===== src/rtl/assert_macros.svh =====
// Assertion macros shared by the RTL of the address range region table.
// Depends on nothing; define ASSERT_OFF to compile the checks out.
`ifndef ASSERT_MACROS_SVH
`define ASSERT_MACROS_SVH

`ifndef ASSERT_OFF

`define ASSERT_CLK(lbl, clk, rst_n, prop, msg) \
    lbl: assert property (@(posedge clk) disable iff (!rst_n) prop) else $error(msg);

`define ASSERT_NEVER(lbl, clk, rst_n, cond, msg) \
    lbl: assert property (@(posedge clk) disable iff (!rst_n) !(cond)) else $error(msg);

`else

`define ASSERT_CLK(lbl, clk, rst_n, prop, msg)

`define ASSERT_NEVER(lbl, clk, rst_n, cond, msg)

`endif

`endif


===== src/rtl/arrt_pkg.sv =====
// Types and codes for the address range region table.
// Depends on nothing; used by the top level.
package arrt_pkg;

    localparam int unsigned ADDR_W   = 64;
    localparam int unsigned SLOT_W   = 4;
    localparam int unsigned STATUS_W = 3;

    typedef enum logic [STATUS_W-1:0] {
        ST_OK       = 3'd0,
        ST_FULL     = 3'd1,
        ST_ZERO     = 3'd2,
        ST_OVERFLOW = 3'd3,
        ST_OVERLAP  = 3'd4,
        ST_NOMATCH  = 3'd5
    } status_t;

    typedef enum logic {
        OP_REGISTER = 1'b0,
        OP_LOOKUP   = 1'b1
    } op_t;

    typedef enum logic [1:0] {
        S_IDLE,
        S_PREP,
        S_SCAN,
        S_DONE
    } state_t;

endpackage


===== src/rtl/arrt_ram.sv =====
// Generic single-port-write, single-port-read RAM with registered read data.
// Depends on nothing.
module arrt_ram #(
    parameter int unsigned WIDTH = 128,
    parameter int unsigned DEPTH = 16
) (
    input  logic                                       aclk,
    input  logic                                       we,
    input  logic [((DEPTH > 1) ? $clog2(DEPTH) : 1)-1:0] waddr,
    input  logic [WIDTH-1:0]                           wdata,
    input  logic                                       re,
    input  logic [((DEPTH > 1) ? $clog2(DEPTH) : 1)-1:0] raddr,
    output logic [WIDTH-1:0]                           rdata
);

    logic [WIDTH-1:0] mem_reg [DEPTH];
    logic [WIDTH-1:0] rdata_reg;

    always_ff @(posedge aclk) begin
        if (we) begin
            mem_reg[waddr] <= wdata;
        end
        if (re) begin
            rdata_reg <= mem_reg[raddr];
        end
    end

    assign rdata = rdata_reg;

endmodule


===== src/rtl/address_range_region_table.sv =====
// Top level of the address range region table: sequencer, shared range compare, result register.
// Depends on arrt_pkg, arrt_ram and assert_macros.svh.
//
//   channel | ports                                        | handshake
//   request | s_op s_region_base s_region_size s_fault_... | s_valid / s_ready
//   result  | m_status m_slot m_offset                     | m_valid / m_ready
//
// A request scans the stored regions until a hit or the table end, read one per cycle
// from the region memory into one compare unit. Register requests that fail the full,
// zero size or overflow checks skip the scan. A new request is taken while the last result
// still waits; the sequencer then holds its result until the output register is free.
// Reset clears the state, the region count and the valid and write-pending flags.
`include "assert_macros.svh"

module address_range_region_table #(
    parameter int unsigned ENTRIES = 16
) (
    input  logic                             aclk,
    input  logic                             aresetn,
    input  logic                             s_valid,
    output logic                             s_ready,
    input  logic                             s_op,
    input  logic [arrt_pkg::ADDR_W-1:0]      s_region_base,
    input  logic [arrt_pkg::ADDR_W-1:0]      s_region_size,
    input  logic [arrt_pkg::ADDR_W-1:0]      s_fault_address,
    output logic                             m_valid,
    input  logic                             m_ready,
    output logic [arrt_pkg::STATUS_W-1:0]    m_status,
    output logic [arrt_pkg::SLOT_W-1:0]      m_slot,
    output logic [arrt_pkg::ADDR_W-1:0]      m_offset
);

    import arrt_pkg::*;

    localparam int unsigned IDX_W = (ENTRIES > 1) ? $clog2(ENTRIES) : 1;
    localparam int unsigned CNT_W = $clog2(ENTRIES + 1);

    state_t             state_reg, state_next;
    logic [CNT_W-1:0]   count_reg, count_next;
    logic [CNT_W-1:0]   scan_idx_reg, scan_idx_next;
    logic               cmp_vld_reg, cmp_vld_next;
    logic [IDX_W-1:0]   cmp_idx_reg, cmp_idx_next;
    op_t                op_reg, op_next;
    logic [ADDR_W-1:0]  base_reg, base_next;
    logic [ADDR_W-1:0]  size_reg, size_next;
    logic [ADDR_W-1:0]  key_lo_reg, key_lo_next;
    logic [ADDR_W-1:0]  key_hi_reg, key_hi_next;
    status_t            res_status_reg, res_status_next;
    logic [SLOT_W-1:0]  res_slot_reg, res_slot_next;
    logic [ADDR_W-1:0]  res_offset_reg, res_offset_next;
    logic               wr_pend_reg, wr_pend_next;
    logic               m_valid_reg, m_valid_next;
    status_t            m_status_reg, m_status_next;
    logic [SLOT_W-1:0]  m_slot_reg, m_slot_next;
    logic [ADDR_W-1:0]  m_offset_reg, m_offset_next;

    logic                  ram_we;
    logic                  ram_re;
    logic [2*ADDR_W-1:0]   ram_rdata;
    logic [ADDR_W-1:0]     ent_start;
    logic [ADDR_W-1:0]     ent_end;
    logic [ADDR_W:0]       end_sum;
    logic                  lo_ok;
    logic                  hi_ge;
    logic                  hi_ok;
    logic                  hit;
    logic                  out_free;

    arrt_ram #(
        .WIDTH (2 * ADDR_W),
        .DEPTH (ENTRIES)
    ) u_region_ram (
        .aclk  (aclk),
        .we    (ram_we),
        .waddr (count_reg[IDX_W-1:0]),
        .wdata ({base_reg, key_hi_reg}),
        .re    (ram_re),
        .raddr (scan_idx_reg[IDX_W-1:0]),
        .rdata (ram_rdata)
    );

    // Shared range compare: a stored region [start, end) meets the key when
    // key_lo < end and key_hi reaches start (strictly beyond it for a new region's end).
    assign ent_start = ram_rdata[2*ADDR_W-1:ADDR_W];
    assign ent_end   = ram_rdata[ADDR_W-1:0];
    assign lo_ok     = key_lo_reg < ent_end;
    assign hi_ge     = key_hi_reg >= ent_start;
    assign hi_ok     = (op_reg == OP_LOOKUP) ? hi_ge : (hi_ge && (key_hi_reg != ent_start));
    assign hit       = cmp_vld_reg && lo_ok && hi_ok;
    assign end_sum   = {1'b0, base_reg} + {1'b0, size_reg};
    assign out_free  = !m_valid_reg || m_ready;

    always_ff @(posedge aclk) begin
        if (!aresetn) begin
            state_reg   <= S_IDLE;
            count_reg   <= '0;
            cmp_vld_reg <= 1'b0;
            wr_pend_reg <= 1'b0;
            m_valid_reg <= 1'b0;
        end else begin
            state_reg   <= state_next;
            count_reg   <= count_next;
            cmp_vld_reg <= cmp_vld_next;
            wr_pend_reg <= wr_pend_next;
            m_valid_reg <= m_valid_next;
        end
    end

    always_ff @(posedge aclk) begin
        scan_idx_reg   <= scan_idx_next;
        cmp_idx_reg    <= cmp_idx_next;
        op_reg         <= op_next;
        base_reg       <= base_next;
        size_reg       <= size_next;
        key_lo_reg     <= key_lo_next;
        key_hi_reg     <= key_hi_next;
        res_status_reg <= res_status_next;
        res_slot_reg   <= res_slot_next;
        res_offset_reg <= res_offset_next;
        m_status_reg   <= m_status_next;
        m_slot_reg     <= m_slot_next;
        m_offset_reg   <= m_offset_next;
    end

    always_comb begin
        state_next      = state_reg;
        count_next      = count_reg;
        scan_idx_next   = scan_idx_reg;
        cmp_vld_next    = 1'b0;
        cmp_idx_next    = cmp_idx_reg;
        op_next         = op_reg;
        base_next       = base_reg;
        size_next       = size_reg;
        key_lo_next     = key_lo_reg;
        key_hi_next     = key_hi_reg;
        res_status_next = res_status_reg;
        res_slot_next   = res_slot_reg;
        res_offset_next = res_offset_reg;
        wr_pend_next    = wr_pend_reg;
        m_valid_next    = m_valid_reg && !m_ready;
        m_status_next   = m_status_reg;
        m_slot_next     = m_slot_reg;
        m_offset_next   = m_offset_reg;
        s_ready         = 1'b0;
        ram_we          = 1'b0;
        ram_re          = 1'b0;

        unique case (state_reg)
            S_IDLE: begin
                s_ready = 1'b1;
                if (s_valid) begin
                    op_next      = op_t'(s_op);
                    base_next    = s_region_base;
                    size_next    = s_region_size;
                    key_lo_next  = s_op ? s_fault_address : s_region_base;
                    key_hi_next  = s_fault_address;
                    wr_pend_next = 1'b0;
                    state_next   = S_PREP;
                end
            end
            S_PREP: begin
                scan_idx_next   = '0;
                res_slot_next   = '0;
                res_offset_next = '0;
                state_next      = S_DONE;
                if (op_reg == OP_LOOKUP) begin
                    state_next = S_SCAN;
                end else begin
                    key_hi_next = end_sum[ADDR_W-1:0];
                    priority if (count_reg == CNT_W'(ENTRIES)) begin
                        res_status_next = ST_FULL;
                    end else if (size_reg == '0) begin
                        res_status_next = ST_ZERO;
                    end else if (end_sum[ADDR_W]) begin
                        res_status_next = ST_OVERFLOW;
                    end else begin
                        state_next = S_SCAN;
                    end
                end
            end
            S_SCAN: begin
                ram_re = scan_idx_reg < count_reg;
                if (hit) begin
                    state_next = S_DONE;
                    if (op_reg == OP_LOOKUP) begin
                        res_status_next = ST_OK;
                        res_slot_next   = SLOT_W'(cmp_idx_reg);
                        res_offset_next = key_lo_reg - ent_start;
                    end else begin
                        res_status_next = ST_OVERLAP;
                    end
                end else if (!ram_re && !cmp_vld_reg) begin
                    state_next = S_DONE;
                    if (op_reg == OP_LOOKUP) begin
                        res_status_next = ST_NOMATCH;
                    end else begin
                        res_status_next = ST_OK;
                        res_slot_next   = SLOT_W'(count_reg);
                        wr_pend_next    = 1'b1;
                    end
                end else begin
                    cmp_vld_next = ram_re;
                    cmp_idx_next = scan_idx_reg[IDX_W-1:0];
                    if (ram_re) begin
                        scan_idx_next = scan_idx_reg + 1'b1;
                    end
                end
            end
            S_DONE: begin
                if (out_free) begin
                    m_valid_next  = 1'b1;
                    m_status_next = res_status_reg;
                    m_slot_next   = res_slot_reg;
                    m_offset_next = res_offset_reg;
                    state_next    = S_IDLE;
                    if (wr_pend_reg) begin
                        ram_we       = 1'b1;
                        count_next   = count_reg + 1'b1;
                        wr_pend_next = 1'b0;
                    end
                end
            end
            default: begin
                state_next = S_IDLE;
            end
        endcase
    end

    assign m_valid  = m_valid_reg;
    assign m_status = m_status_reg;
    assign m_slot   = m_slot_reg;
    assign m_offset = m_offset_reg;

    `ASSERT_CLK(a_count_bound, aclk, aresetn, count_reg <= CNT_W'(ENTRIES), "region count exceeds table size")
    `ASSERT_CLK(a_count_step, aclk, aresetn, (count_reg != $past(count_reg)) |-> (count_reg == $past(count_reg) + 1'b1), "region count moved by more than one")
    `ASSERT_CLK(a_write_room, aclk, aresetn, ram_we |-> (count_reg < CNT_W'(ENTRIES)), "region written into a full table")
    `ASSERT_CLK(a_cmp_in_range, aclk, aresetn, (state_reg == S_SCAN && cmp_vld_reg) |-> (CNT_W'(cmp_idx_reg) < count_reg), "compare on an unwritten slot")
    `ASSERT_CLK(a_write_ok, aclk, aresetn, ram_we |-> (res_status_reg == ST_OK && op_reg == OP_REGISTER), "region stored without an ok status")

endmodule

===== config.mk =====
export PLATFORM = sky130hd
export DESIGN_NAME = address_range_region_table
export DESIGN_NICKNAME = d
export VERILOG_FILES = /design/src/rtl/arrt_pkg.sv /design/src/rtl/arrt_ram.sv /design/src/rtl/address_range_region_table.sv
export VERILOG_INCLUDE_DIRS = /design/src /design/src/rtl
export SDC_FILE = /design/constraint.sdc
export NUM_CORES = 2
export LEC_CHECK = 0
export BUFFER_PORTS_ARGS = -buffer_cell sky130_fd_sc_hd__buf_2
export CAP_MARGIN = 25
export CORE_ASPECT_RATIO = 0.9
export CORE_MARGIN = 8
export CORE_UTILIZATION = 55
export CTS_BUF_LIST = sky130_fd_sc_hd__clkbuf_8 sky130_fd_sc_hd__clkbuf_16
export CTS_CLUSTER_DIAMETER = 30
export CTS_CLUSTER_SIZE = 25
export DETAILED_ROUTE_END_ITERATION = 8
export GPL_ROUTABILITY_DRIVEN = 0
export PLACE_DENSITY_LB_ADDON = 0.1
export RECOVER_POWER = 50
export SKIP_LAST_GASP = 1
export SLEW_MARGIN = 15
export SYNTH_ARGS = -nofsm -noshare
export SYNTH_HDL_FRONTEND = slang
export SYNTH_HIERARCHICAL = 1
export SYNTH_SLANG_ARGS = --single-unit

===== constraint.sdc =====
create_clock -name aclk -period 40.4 [get_ports aclk]
set_clock_uncertainty 0.2 [all_clocks]
set_input_delay 4.04 -clock aclk [delete_from_list [all_inputs] [get_ports aclk]]
set_output_delay 4.04 -clock aclk [all_outputs]
set_load 0.01 [all_outputs]

==> results.json <==
{
  "worstPathBufferInverterCount": 3,
  "worst_setup_path_start_kind": "flop",
  "grt_first_pass_wirelength_um": 430000,
  "violations": "max-capacitance violations, max-slew violations",
  "critical_path_class": "flop to flop",
  "cp_cell_sequence": "clkbuf_1, clkbuf_1, nor2_1, clkbuf_1, a22oi_1, nand2_1",
  "r2r-end": "u_region_ram/rdata[50]",
  "cts.repair.resized": 0,
  "crit_family": "buffers and inverters",
  "yosys-top-cells-area": "edfxtp_1 (73%), mux4_2 (10%), ha_1 (3.1%), a22oi_1 (1.6%), mux2_2 (1.2%)",
  "post_synth_inst_count": 5728,
  "place_worst_setup_slack_ns": 31.31,
  "layout_commonest_cell": "edfxtp_1",
  "ff2ff_setup_slack_ns": 25.90,
  "synth_compound_area_share_pct": 5.62,
  "largest_reg_flops": 2048,
  "synth.ff_latch_count": 2594,
  "setup_slack_ns": 25.90,
  "portion_of_the_clock_cycle_consumed_by_the_worst_path_in_the_final_layout_pct": 35.9,
  "wl_met2_um": 141000,
  "synth-seq-area-share_pct": 73.1,
  "dr.first_iter.drc_count": 7365,
  "cpMaxStageDelayCell": "clkbuf_1",
  "yosys-mux-area-fraction_pct": 12.2,
  "route.detailed.drc": 0,
  "yosys.area_share.xor_xnor_pct": 0.938,
  "num-fill-cells": 12867,
  "post-synth-top-area-cell": "edfxtp_1",
  "syn_nets": 6194,
  "layout-area-overhead-vs-synth_pct": 19.5,
  "floorplan.die_area_sq_um": 208000,
  "number_of_synthesized_flops_with_an_enable_pin": 2584,
  "cts.repair_timing.setup_buffer_count": 0,
  "hold_viol": 0,
  "holdCritStartpoint": "res_offset_reg[18]",
  "clkSlewWorstSetupHoldPaths_ns": 0.05,
  "setup_tns_ns": 0,
  "r2r.worst_path.cells": 6,
  "cpPeakStageDelay_ns": 6.26,
  "met1_length_um": 121000,
  "core_sq_um": 193000,
  "starting_density_pct": 55.2,
  "clock_tree.buffer_depth": 4,
  "setup_viol_count_final": 0,
  "crit_arrival_ns": 14.98,
  "critPathRequiredTime_ns": 40.88,
  "whs_endpoint": "m_offset[18]",
  "via_count": 59427,
  "yosysTopAreaCellShare_pct": 72.9,
  "final-instance-count-excl-fill": 9276,
  "worstPathMaxFanout": 138,
  "met3WireLength_um": 27800,
  "synth_async_sr_flop_share_pct": 0,
  "number_of_cell_rows": 153,
  "grt_overflow": 0,
  "tritoncts.num_buffers": 473,
  "layout.nets": 6786,
  "worst_skew_pair.late_latency_ns": 0.99,
  "route.detailed.vias_per_inst": 6.41,
  "cts_root_buffer": "clkbuf_16",
  "cell_area_after_synthesis_sq_um": 106000,
  "worst_hold_path_type": "flop to flop",
  "timing.fmax_ghz": 0.0690,
  "top_layer_used": "met4",
  "post_synth_fa_ha_maj_area_fraction_pct": 3.18,
  "cp-end-kind": "flop",
  "number_of_global_route_vias_before_repair": 59226,
  "grt_max_degree": 139,
  "post_synth_simple_gate_area_pct": 3.23,
  "postSynthAreaPerCell_sq_um": 18.6,
  "dp_cells": 8399,
  "yosys_warnings": 6,
  "max_cap_violations": 15,
  "power.density_nw_per_um2": 79.1,
  "antenna_violations_before_repair": 13,
  "drtAntennaViolNets": 0,
  "slew_headroom_pct": -463,
  "leak_pwr_nw": 43.7,
  "hold_fix_buffers_at_cts": 0,
  "fin_crit_ns": 14.50,
  "timing_max_transition_violations_final": 828,
  "layout_common_cells": "edfxtp_1 (2,584), clkbuf_16 (477), mux4_2 (476)",
  "distinct_cell_type_count_of_the_synthesized_netlist": 86,
  "run_status": "finished with violations",
  "routed_wire_length_per_instance_um": 32.8,
  "r2r_start": "scan_idx_reg[1]",
  "drt-total-wl_um": 304000,
  "peak_supply_drop_uv": 65.8,
  "synth_ff_type": "edfxtp_1",
  "rsz0062_at_grt": "no",
  "die-height_um": 433,
  "timing_worst_slew_pin_value_ns": 8.45,
  "port_buffers": 269,
  "clock-sinks": 2594,
  "cts_max_level": 5,
  "dominant_combinational_cell_family_by_area_after_synthesis": "multiplexers",
  "dieWidth_um": 480,
  "grt_usage_pct": 28.9,
  "place.detailed.hpwl_um": 188000,
  "tritoncts": "done",
  "floorplan.io_pins": 270,
  "detailedRoute.firstPassIterationCount": 9,
  "fraction_of_layout_cells_with_a_size_suffix_above_1_pct": 25.2,
  "worst_path_most_repeated_cell": "clkbuf_1",
  "total_power_mw": 10.1,
  "holdPathStages": 0
}
==> cell usage after synthesis (5+ instances only) <==
cell type / number
clkbuf_1: 163
and3_1: 11
a41oi_1: 6
and4_1: 6
nand2b_1: 20
a21oi_1: 223
nand3_1: 47
a221oi_1: 8
o21ai_1: 5
buf_6: 15
buf_2: 50
and2_1: 16
ha_1: 267
nor2_1: 179
a2111oi_0: 7
xnor2_1: 64
or4_1: 5
o22ai_1: 21
a21o_1: 86
nor4_1: 24
nand4_1: 62
or3_1: 7
mux2_2: 117
a211oi_1: 43
a21boi_0: 9
buf_4: 9
o211ai_1: 32
nor2b_1: 34
xor2_1: 50
mux2i_1: 95
nand2_1: 276
buf_1: 11
o21ai_0: 124
dfxtp_1: 10
o21bai_1: 29
mux4_2: 476
a22oi_1: 221
nor3_1: 25
o21a_1: 17
edfxtp_1: 2584
inv_1: 171
a31oi_1: 22
o31ai_1: 8
==> worst register-to-register path, cell delays in order (launching register included) <==
cell and delay, ns:
edfxtp_1 0.36, clkbuf_1 4.74, clkbuf_1 6.42, nor2_1 1.38, clkbuf_1 0.67, a22oi_1 0.31, nand2_1 0.16
==> per-stage QoR <==
step	utilization, %	hold slack [ns]	cell area, sq um
2_1_floorplan	-	0.200	106000
3_3_place_gp	57.5	0.203	111000
3_5_place_dp	57.5	0.205	111000
4_1_cts	66.0	0.215	127000
5_1_grt	66.0	0.218	127000
6_report	66.0	0.215	127000
==> power by group <==
| part | switching (mW) | leakage, nW | internal, mW |
|---|---|---|---|
| combinational | 1.31 | 12.1 | 0.907 |
| clock | 1.34 | 8.02 | 2.67 |
| sequential | 0.371 | 23.5 | 3.47 |
==> layer usage <==
layer / global-route usage (%) / up-vias
li1: - / 24736
met1: 40.4 / 30954
met2: 44.7 / 3101
met3: 5.94 / 636
met4: 12.7 / 0
met5: 0 / -
==> cell families after synthesis <==
group	after synthesis
multiplexers	688
AO/OA/AOI/OAI	900
adder cells (fa/ha/maj)	269
buffers and inverters	428
XOR/XNOR	114
AND/OR/NAND/NOR	735
flip-flops	2594
==> area by class of cell <==
| class | count | area, sq um | area share (%) |
|---|---|---|---|
| Antenna cell | 6 | 15.0 | 0.0118 |
| Clock buffer | 477 | 11900 | 9.39 |
| Clock inverter | 391 | 4440 | 3.49 |
| Inverter | 174 | 653 | 0.514 |
| Multi-Input combinational cell | 2706 | 27000 | 21.2 |
| Sequential cell | 2594 | 77800 | 61.2 |
| Tap cell | 2557 | 3200 | 2.52 |
| Timing Repair Buffer | 371 | 2170 | 1.70 |
==> worst max path at each step <==
stage	slack, ns	depth (start not counted)	endpoint	startpoint
floorplan	22.32	6	u_region_ram/mem_reg[0][0]	m_ready
global placement	31.34	9	u_region_ram/mem_reg[0][95]	m_ready
detailed placement	31.31	9	u_region_ram/mem_reg[0][24]	m_ready
CTS	32.33	9	u_region_ram/mem_reg[1][118]	m_ready
global route	24.89	6	u_region_ram/rdata[50]	scan_idx_reg[1]
finish	25.90	6	u_region_ram/rdata[50]	scan_idx_reg[1]
Power figures use the tool's default switching activity.
